<file path="src/rtl/mpq_pkg.sv">
// Shared types and constants for the max-priority queue core.
`timescale 1ns / 1ps
package mpq_pkg;

  localparam int QUEUE_DEPTH   = 64;
  localparam int ADDR_W        = $clog2(QUEUE_DEPTH);
  localparam int CNT_W         = $clog2(QUEUE_DEPTH + 1);
  localparam int DATA_W        = 32;
  localparam int ENTRY_COUNT_W = 7;
  localparam int S_TDATA_W     = 104;  // 2 + 3 * 32 bits, padded to bytes
  localparam int M_TDATA_W     = 80;   // 32 + 32 + 2 + 7 bits, padded to bytes

  typedef enum logic [1:0] {
    CMD_INSERT  = 2'd0,
    CMD_EXTRACT = 2'd1,
    CMD_FIND    = 2'd2,
    CMD_MODIFY  = 2'd3
  } cmd_t;

  typedef enum logic [1:0] {
    STAT_OK      = 2'd0,
    STAT_EMPTY   = 2'd1,
    STAT_FULL    = 2'd2,
    STAT_MISSING = 2'd3
  } status_t;

  typedef enum logic [1:0] {
    ST_IDLE,
    ST_SCAN,
    ST_SHIFT,
    ST_RESP
  } state_t;

  typedef struct packed {
    logic [DATA_W-1:0] prio;
    logic [DATA_W-1:0] value;
  } entry_t;

endpackage

</file>
<file path="src/rtl/mpq_ram.sv">
// Generic single-write, single-read RAM with registered read data.
`timescale 1ns / 1ps
module mpq_ram #(
  parameter int WIDTH = 64,
  parameter int DEPTH = 64
) (
  input  logic                     clk,
  input  logic                     wr_en,
  input  logic [$clog2(DEPTH)-1:0] wr_addr,
  input  logic [WIDTH-1:0]         wr_data,
  input  logic                     rd_en,
  input  logic [$clog2(DEPTH)-1:0] rd_addr,
  output logic [WIDTH-1:0]         rd_data
);

  logic [WIDTH-1:0] mem [DEPTH];

  always_ff @(posedge clk) begin
    if (wr_en) begin
      mem[wr_addr] <= wr_data;
    end
    if (rd_en) begin
      rd_data <= mem[rd_addr];
    end
  end

endmodule

</file>
<file path="src/rtl/max_priority_queue_linear_scan_core.sv">
// Bounded max-priority queue: unsorted entry RAM with a linear scan controller.
// Insert and any request on an empty queue go straight to the result; find and modify
//   scan the stored entries (modify stops at the first match); extract scans, then shifts
//   down the entries after the max when the max at index m is not last.
// Throughput: one item at a time, the next accepted in the cycle after the result is
//   loaded; the scan is set by the single RAM read port, one entry per cycle.
// Reset (rst, synchronous, active high) empties the queue and clears the handshakes;
//   the entry RAM is not cleared, only entries below the count are ever read.
`timescale 1ns / 1ps
module max_priority_queue_linear_scan_core (
  input  logic                          clk,
  input  logic                          rst,
  // Input stream
  input  logic                          s_tvalid,
  output logic                          s_tready,
  // s_tdata: cmd[1:0], value[33:2], priority_req[65:34], old_priority[97:66], zero pad
  input  logic [mpq_pkg::S_TDATA_W-1:0] s_tdata,
  // Result stream
  output logic                          m_tvalid,
  input  logic                          m_tready,
  // m_tdata: out_value[31:0], out_priority[63:32], status[65:64],
  //          entry_count[72:66], zero pad
  output logic [mpq_pkg::M_TDATA_W-1:0] m_tdata
);

  localparam int AW = mpq_pkg::ADDR_W;
  localparam int CW = mpq_pkg::CNT_W;
  localparam int DW = mpq_pkg::DATA_W;

  // ---------------------------------------------------------------------------
  // Registers
  // ---------------------------------------------------------------------------
  mpq_pkg::state_t  state, state_next;
  logic [CW-1:0]    count;        // entries stored
  logic [CW-1:0]    iss;          // next RAM read address to issue
  logic             rd_vld;       // RAM read data valid this cycle
  logic [AW-1:0]    rd_idx;       // address belonging to rd_data

  // latched request
  mpq_pkg::cmd_t    cmd_q;
  logic [DW-1:0]    val_q;
  logic [DW-1:0]    prq_q;
  logic [DW-1:0]    opr_q;

  // running maximum during a scan
  logic [AW-1:0]    best_idx;
  mpq_pkg::entry_t  best;

  // pending result
  mpq_pkg::status_t res_status;
  mpq_pkg::entry_t  res_entry;

  // ---------------------------------------------------------------------------
  // Input decode
  // ---------------------------------------------------------------------------
  mpq_pkg::cmd_t in_cmd;
  logic [DW-1:0] in_val, in_prq, in_opr;
  logic          accept;

  assign in_cmd   = mpq_pkg::cmd_t'(s_tdata[1:0]);
  assign in_val   = s_tdata[33:2];
  assign in_prq   = s_tdata[65:34];
  assign in_opr   = s_tdata[97:66];
  assign s_tready = (state == mpq_pkg::ST_IDLE);
  assign accept   = s_tvalid && s_tready;

  // ---------------------------------------------------------------------------
  // Entry RAM
  // ---------------------------------------------------------------------------
  logic            ram_wr_en, ram_rd_en;
  logic [AW-1:0]   ram_wr_addr;
  mpq_pkg::entry_t ram_wr_data, rd_data;

  mpq_ram #(
    .WIDTH ($bits(mpq_pkg::entry_t)),
    .DEPTH (mpq_pkg::QUEUE_DEPTH)
  ) u_entry_ram (
    .clk     (clk),
    .wr_en   (ram_wr_en),
    .wr_addr (ram_wr_addr),
    .wr_data (ram_wr_data),
    .rd_en   (ram_rd_en),
    .rd_addr (iss[AW-1:0]),
    .rd_data (rd_data)
  );

  // ---------------------------------------------------------------------------
  // Scan datapath
  // ---------------------------------------------------------------------------
  logic            is_empty, is_full;
  logic            scanning, issue, last, match, better, out_free, dec_count;
  logic [AW-1:0]   upd_idx;
  mpq_pkg::entry_t upd;

  assign is_empty = (count == '0);
  assign is_full  = (count == CW'(mpq_pkg::QUEUE_DEPTH));
  assign scanning = (state == mpq_pkg::ST_SCAN) || (state == mpq_pkg::ST_SHIFT);
  assign issue    = scanning && (iss < count);
  assign last     = rd_vld && (CW'(rd_idx) == count - CW'(1));
  assign match    = rd_vld && (cmd_q == mpq_pkg::CMD_MODIFY) &&
                    (rd_data.value == val_q) && (rd_data.prio == opr_q);
  // strict greater keeps the earliest arrival on ties; index zero seeds the max
  assign better   = (rd_idx == '0) || ($signed(rd_data.prio) > $signed(best.prio));
  assign upd      = better ? rd_data : best;
  assign upd_idx  = better ? rd_idx : best_idx;
  assign out_free = !m_tvalid || m_tready;

  // extract shrinks the queue when its last move is done
  assign dec_count = (cmd_q == mpq_pkg::CMD_EXTRACT) && last &&
                     (((state == mpq_pkg::ST_SCAN) && (CW'(upd_idx) == count - CW'(1))) ||
                      (state == mpq_pkg::ST_SHIFT));

  // ---------------------------------------------------------------------------
  // Next state
  // ---------------------------------------------------------------------------
  always_comb begin
    state_next = state;
    unique case (state)
      mpq_pkg::ST_IDLE: begin
        if (accept) begin
          if (in_cmd == mpq_pkg::CMD_INSERT || is_empty) begin
            state_next = mpq_pkg::ST_RESP;
          end else begin
            state_next = mpq_pkg::ST_SCAN;
          end
        end
      end
      mpq_pkg::ST_SCAN: begin
        if (cmd_q == mpq_pkg::CMD_MODIFY) begin
          if (match || last) begin
            state_next = mpq_pkg::ST_RESP;
          end
        end else if (last) begin
          if (cmd_q == mpq_pkg::CMD_EXTRACT && CW'(upd_idx) != count - CW'(1)) begin
            state_next = mpq_pkg::ST_SHIFT;
          end else begin
            state_next = mpq_pkg::ST_RESP;
          end
        end
      end
      mpq_pkg::ST_SHIFT: begin
        if (last) begin
          state_next = mpq_pkg::ST_RESP;
        end
      end
      mpq_pkg::ST_RESP: begin
        if (out_free) begin
          state_next = mpq_pkg::ST_IDLE;
        end
      end
      default: state_next = mpq_pkg::ST_IDLE;
    endcase
  end

  // ---------------------------------------------------------------------------
  // RAM control outputs
  // ---------------------------------------------------------------------------
  always_comb begin
    ram_rd_en   = issue;
    ram_wr_en   = 1'b0;
    ram_wr_addr = rd_idx;
    ram_wr_data = rd_data;
    unique case (state)
      mpq_pkg::ST_IDLE: begin
        // append at the tail
        ram_wr_en        = accept && (in_cmd == mpq_pkg::CMD_INSERT) && !is_full;
        ram_wr_addr      = count[AW-1:0];
        ram_wr_data.prio  = in_prq;
        ram_wr_data.value = in_val;
      end
      mpq_pkg::ST_SCAN: begin
        // modify rewrites the first match in place
        ram_wr_en         = match;
        ram_wr_data.prio  = prq_q;
        ram_wr_data.value = val_q;
      end
      mpq_pkg::ST_SHIFT: begin
        // move entry rd_idx down by one place
        ram_wr_en   = rd_vld;
        ram_wr_addr = rd_idx - AW'(1);
      end
      mpq_pkg::ST_RESP: begin
        ram_wr_en = 1'b0;
      end
      default: ram_wr_en = 1'b0;
    endcase
  end

  // ---------------------------------------------------------------------------
  // Sequential logic
  // ---------------------------------------------------------------------------
  always_ff @(posedge clk) begin
    if (rst) begin
      state    <= mpq_pkg::ST_IDLE;
      count    <= '0;
      iss      <= '0;
      rd_vld   <= 1'b0;
      m_tvalid <= 1'b0;
    end else begin
      state  <= state_next;
      rd_vld <= issue;

      if (accept) begin
        iss <= '0;
      end else if (state == mpq_pkg::ST_SCAN && last && cmd_q == mpq_pkg::CMD_EXTRACT) begin
        iss <= CW'(upd_idx) + CW'(1);  // shift starts right after the max
      end else if (issue) begin
        iss <= iss + CW'(1);
      end

      if (ram_wr_en && state == mpq_pkg::ST_IDLE) begin
        count <= count + CW'(1);
      end else if (dec_count) begin
        count <= count - CW'(1);
      end

      if (state == mpq_pkg::ST_RESP && out_free) begin
        m_tvalid <= 1'b1;
      end else if (m_tready) begin
        m_tvalid <= 1'b0;
      end
    end
  end

  // payload registers
  always_ff @(posedge clk) begin
    rd_idx <= iss[AW-1:0];

    if (accept) begin
      cmd_q           <= in_cmd;
      val_q           <= in_val;
      prq_q           <= in_prq;
      opr_q           <= in_opr;
      res_entry       <= '0;
      priority case (1'b1)
        (in_cmd == mpq_pkg::CMD_INSERT): res_status <= is_full ? mpq_pkg::STAT_FULL
                                                               : mpq_pkg::STAT_OK;
        (in_cmd == mpq_pkg::CMD_MODIFY): res_status <= mpq_pkg::STAT_MISSING;
        is_empty:                        res_status <= mpq_pkg::STAT_EMPTY;
        default:                         res_status <= mpq_pkg::STAT_OK;
      endcase
    end

    if (state == mpq_pkg::ST_SCAN && rd_vld) begin
      best     <= upd;
      best_idx <= upd_idx;
      if (match) begin
        res_status <= mpq_pkg::STAT_OK;
      end else if (last && cmd_q != mpq_pkg::CMD_MODIFY) begin
        res_entry <= upd;
      end
    end

    if (state == mpq_pkg::ST_RESP && out_free) begin
      m_tdata <= {7'd0,
                  mpq_pkg::ENTRY_COUNT_W'(count),
                  res_status,
                  res_entry.prio,
                  res_entry.value};
    end
  end

  // ---------------------------------------------------------------------------
  // Assertions
  // ---------------------------------------------------------------------------
  a_count_bound: assert property (@(posedge clk) disable iff (rst)
    count <= CW'(mpq_pkg::QUEUE_DEPTH))
    else $error("entry count exceeds queue depth");

  a_no_rw_same_addr: assert property (@(posedge clk) disable iff (rst)
    (ram_wr_en && ram_rd_en) |-> (ram_wr_addr != iss[AW-1:0]))
    else $error("RAM read and write hit the same entry");

  a_insert_grows: assert property (@(posedge clk) disable iff (rst)
    (accept && in_cmd == mpq_pkg::CMD_INSERT && !is_full) |=>
      (count == $past(count) + CW'(1)))
    else $error("insert did not grow the queue");

  a_shift_index: assert property (@(posedge clk) disable iff (rst)
    (state == mpq_pkg::ST_SHIFT && rd_vld) |-> (rd_idx != '0))
    else $error("shift moves entry zero");

endmodule

</file>
<file path="config.mk">
export PLATFORM = sky130hd
export DESIGN_NAME = max_priority_queue_linear_scan_core
export DESIGN_NICKNAME = d
export VERILOG_FILES = /design/src/rtl/mpq_pkg.sv /design/src/rtl/mpq_ram.sv /design/src/rtl/max_priority_queue_linear_scan_core.sv
export SDC_FILE = /design/constraint.sdc
export NUM_CORES = 2
export LEC_CHECK = 0
export BUFFER_PORTS_ARGS = -buffer_cell sky130_fd_sc_hd__buf_2
export CAP_MARGIN = 20
export CORE_UTILIZATION = 63
export CTS_CLUSTER_DIAMETER = 100
export CTS_CLUSTER_SIZE = 20
export DETAILED_ROUTE_END_ITERATION = 10
export GPL_ROUTABILITY_DRIVEN = 1
export PLACE_DENSITY = 0.92
export SLEW_MARGIN = 20
export SYNTH_ARGS = -nofsm -noshare
export SYNTH_HDL_FRONTEND = slang
export SYNTH_SLANG_ARGS = --single-unit
</file>
<file path="constraint.sdc">
create_clock -name clk -period 7.71 [get_ports clk]
set_input_delay 0.3855 -clock clk [delete_from_list [all_inputs] [get_ports clk]]
set_output_delay 0.3855 -clock clk [all_outputs]
set_load 0.02 [all_outputs]
</file>
==> results of run 1 <==
## what timing repair did
action                                 CTS
gates resized for setup                  0
endpoints found under the hold margin  110
hold buffers                           101
## through the flow
step	hold WS (ps)	area, um2
3_3_place_gp	410	179000
4_1_cts	200	187000
2_1_floorplan	326	172000
3_5_place_dp	409	179000
## kinds of logic after synthesis
group / Yosys count / synth area share (%)
buffers and inverters: 455 / 1.02
AOI/OAI and AO/OA: 243 / 1.07
muxes: 1415 / 18.1
DFF: 4491 / 77.9
and+or+nand+nor: 452 / 1.22
other: 1 / 0.00218
adders and majority gates: 48 / 0.348
xor gates and xnor gates: 64 / 0.334
==> results.yml, run 1 <==
status:
  run_status: "stopped before the end"
  flow.stopped_at: "5_1_grt"
  run.stop_error: "[ERROR GRT-0228] Horizontal edge usage exceeds the maximum allowed. (25, 12) usage=65535 limit=3200"
floorplanning:
  io_pins: 190
  die_height_um: 524
  die_w_um: 524
  floorplan.initialDensity_pct: 63.4
  row_count: 191
synthesis:
  synthArstFlopShare_pct: 0
  most_frequent_cells_after_synthesis: "edfxtp_1, mux4_2, clkbuf_1"
  yosysTopAreaCellShare_pct: 76.9
  yosysWarningCount: 0
  yosysMostFrequentCell: "edfxtp_1"
  synth_top_area_cell: "edfxtp_1"
  synth_area_per_cell_um2: 24.0
  netlist-cell-type-count: 61
  synth.ff_latch_count: 4491
  synth_top_flop_cell: "edfxtp_1"
  synthCells: 7169
  cell_types_with_the_largest_area_share_after_synthesis: "edfxtp_1, mux4_2, dfxtp_1"
  seq_area_frac_synth_pct: 77.9
  synth.cell_area_um2: 172000
  number_of_flops_mapped_to_enable_cells_by_yosys: 4401
placement:
  pre_cts_slack_ps: 1260
  detail_placement_hpwl_um: 337000
  gpl.final_weighted_congestion: 0.965
  placed_cells_incl_taps: 10800
  numPortBuffers: 176
clock_tree:
  cts_inserted_buffers: 267
  cts.path.max_buffers: 4
  cts_htree_levels: 5
  cts_root_buf: "clkbuf_16"
  cts.sink_count: 4491
  cts_setup_buffers: 0
grt:
  initial_antenna_violation_count: 175
  pin_count_of_the_biggest_net_entering_global_routing: 148
==> inputs of run 2 (changes only) <==
CORE_UTILIZATION = 40   (was 63)
CTS_CLUSTER_DIAMETER = not set   (was 100)
CTS_CLUSTER_SIZE = not set   (was 20)
PLACE_DENSITY = not set   (was 0.92)
PLACE_DENSITY_LB_ADDON = 0.15   (was not set)
==> results.yml, run 2 <==
layout:
  stdcell_area_um2: 201000
  finalNetCount: 8053
  layout.core_utilization_pct: 47.0
  max_flop_register: "u_entry_ram.mem"
  final_common_cell: "edfxtp_1"
  largestRegisters: "u_entry_ram.mem x4096, m_tdata x73"
  layout_common_cells: "edfxtp_1, mux4_2, clkbuf_16"
  drive_gt1_share_pct: 32.7
  layout_area_growth_over_synthesis_pct: 16.8
  largest_register_ffs: 4096
floorplanning:
  io_pins: 190
  die_height_um: 658
  die_w_um: 658
  core-area_um2: 428000
  floorplan.initialDensity_pct: 40.2
  row_count: 240
  floorplan.die_area_um2: 432000
detailed_routing:
  ant_nets: 0
  detailedRoute.firstPassIterationCount: 5
  detail_route.wl_per_cell_um: 36.3
  routed_via_density: 5.86
  remaining_drc_errors: 0
  postRouteWirelength_um: 511000
  detailroute.via_count: 82400
  initialDrtViolationCount: 9032
sta:
  final_max_slew_viol_count: 0
  number_of_hold_violations_in_the_final_report: 0
  aggregate_negative_setup_slack_ps: 0
  fin_worst_skew_ps: 85.6
  slew_headroom_pct: 21.6
  fmaxAchievable_ghz: 0.178
  rsz0062_at_grt: "no"
  endpoints_failing_setup: 0
  final_min_period_over_clock_period_pct: 72.8
  postLayoutSetupSlackWorst_ps: 2090
  finalWorstPathRequiredPeriod_ps: 5620
  worst_pin_slew_ps: 1180
status:
  run_status: "complete, no violations"
synthesis:
  synth.cell_area_um2: 172000
  seq_area_frac_synth_pct: 77.9
  yosysTopAreaCellShare_pct: 76.9
  number_of_flops_mapped_to_enable_cells_by_yosys: 4401
  synthCells: 7169
  synth_top_flop_cell: "edfxtp_1"
  cell_types_with_the_largest_area_share_after_synthesis: "edfxtp_1, mux4_2, dfxtp_1"
  synth_top_area_cell: "edfxtp_1"
  most_frequent_cells_after_synthesis: "edfxtp_1, mux4_2, clkbuf_1"
  synthArstFlopShare_pct: 0
  yosysMostFrequentCell: "edfxtp_1"
  yosysWarningCount: 0
  synth.ff_latch_count: 4491
  netlist-cell-type-count: 61
  synth_area_per_cell_um2: 24.0
power:
  power.density_nw_per_um2: 381
  total_power_consumption_of_the_routed_design_mw: 76.6
  max-vdd-ir-drop_uv: 344
  leakage_nw: 61.6
placement:
  detail_placement_hpwl_um: 298000
  numPortBuffers: 176
  gpl.final_weighted_congestion: 0.830
  placedInstanceArea_um2: 184000
  pre_cts_slack_ps: 2140
clock_tree:
  cts.path.max_buffers: 4
  cts_htree_levels: 5
  post_cts.resized_instances: 0
  cts_tree: "yes"
  cts.sink_count: 4491
  clkLatencyLatePin_ps: 1030
  cts_inserted_buffers: 463
  clk_pin_slew_worst_paths_ps: 60
  cts_root_buf: "clkbuf_16"
worst_hold_path:
  worst_hold_path_type: "primary input to flop"
grt:
  grt_overflow: 0
  initial_antenna_violation_count: 34
  grt_use_total_pct: 23.4
  grt_pass1_wl_um: 699000
  pin_count_of_the_biggest_net_entering_global_routing: 90
  grt_pass1_vias: 83000
critical_path:
  cpMostUsedCell: "buf_4"
  crit_path_top_delay_cell: "nor2_4"
  cp_cell_sequence: "xnor2_1, buf_4, nand4_1, buf_4, a2111oi_0, nand4_1, or4_1, nor2_1, a21oi_1, o21ai_0, buf_4, and2_1, nand2_1, buf_4, nor2_4, buf_12"
  critPathMaxFanout: 22
  reg2reg_setup_slack_ps: 2090
  crit_path_start_kind: "flop"
  critical_path.endpoint_type: "flop"
  worst-endpoint-arrival_ps: 6270
  worst-endpoint-required_ps: 8360
  worst_path_largest_cell_delay_ps: 800
  r2r-start: "u_entry_ram.rd_data[14]$_DFFE_PP_"
  startpoint: "u_entry_ram.rd_data[14]$_DFFE_PP_"
  crit_path_end: "u_entry_ram.mem[5][8]$_DFFE_PP_"
  worstRegToRegCells: 16
  setup.worst_path.class: "flop to flop"
  worstReg2RegEnd: "u_entry_ram.mem[5][8]$_DFFE_PP_"
flow_run:
  drv.max_cap_violation_count: 0
run 2: cell counts after synthesis:
No cell type changed its count.
run 2: through the flow:
step / std cells / hold WS, ps
3_3_place_gp: 13000 / 412
2_1_floorplan: 7175 / 326
5_1_grt: 14100 / 66.5
4_1_cts: 14000 / 14.5
3_5_place_dp: 13000 / 408
6_report: 14100 / 108
run 2: kinds of logic (layout without fill, tap and decap cells):
kind of cell | count (synthesis) | after routing | share of synthesized area (%)
flops | 4491 | 4491 | 77.9
mux | 1415 | 1415 | 18.1
buf+inv | 455 | 1582 | 1.02
simple gates | 452 | 452 | 1.22
compound gates | 243 | 243 | 1.07
xor+xnor | 64 | 64 | 0.334
fa+ha+maj | 48 | 48 | 0.348
other cells | 1 | 94 | 0.00218
run 2: metal layers:
metal / track usage [%] / vias up / part of all wire, %
met5: 0 / - / 0.0053
met4: 8.76 / 4 / 4.2
met3: 2.90 / 642 / 5.6
met2: 39.0 / 3066 / 50
met1: 31.7 / 46200 / 41
li1: - / 32500 / -
run 2: worst max-delay path, delay by kind of cell (launching register included):
kind,cells,cell delay [ps]
AO/OA/AOI/OAI,3,910
flip-flops,1,440
AND/OR/NAND/NOR,7,2280
buffers and inverters,5,1250
XOR/XNOR,1,340
run 2: area by class of cell:
type                    count  area, um2
clock inverters           301       3110
flip-flops and latches   4491     134000
diodes                     87        218
inverters                  73        284
multi-input cells        2229      36800
fillers                 35000     227000
well taps                5687       7120
clock buffers             568      12200
repair buffers            640       7030
run 2: what timing repair did:
| item | 4_1_cts | 5_1_grt |
|---|---|---|
| hold buffers | 101 | 0 |
| hold endpoints to repair | 117 | 0 |
| setup buffers | 0 | 0 |
run 2: how the worst min path moves through the flow:
stage	startpoint	to	slack (ps)	cells after the start
6_report	s_tdata[22]	val_q[20]$_DFFE_PP_	110	2
5_1_grt	s_tdata[67]	opr_q[1]$_DFFE_PP_	70	2
4_1_cts	s_tdata[89]	opr_q[23]$_DFFE_PP_	10	2
3_5_place_dp	res_entry[63]$_DFF_P_	m_tdata[63]$_DFFE_PP_	410	0
3_3_place_gp	res_entry[30]$_DFF_P_	m_tdata[30]$_DFFE_PP_	410	0
2_1_floorplan	iss[0]$_SDFFE_PP0P_	rd_idx[0]$_DFF_P_	330	0
run 2: power by group:
part           switching [mW]  leakage (nW)  total (mW)  internal (mW)
sequential              0.757          40.4        33.8           33.0
combinational            13.9          13.8        20.2           6.30
clock                    9.56          7.44        22.5           13.0
total                    24.3          61.6        76.6           52.3
No activity file was read; power rests on OpenSTA's default activity.
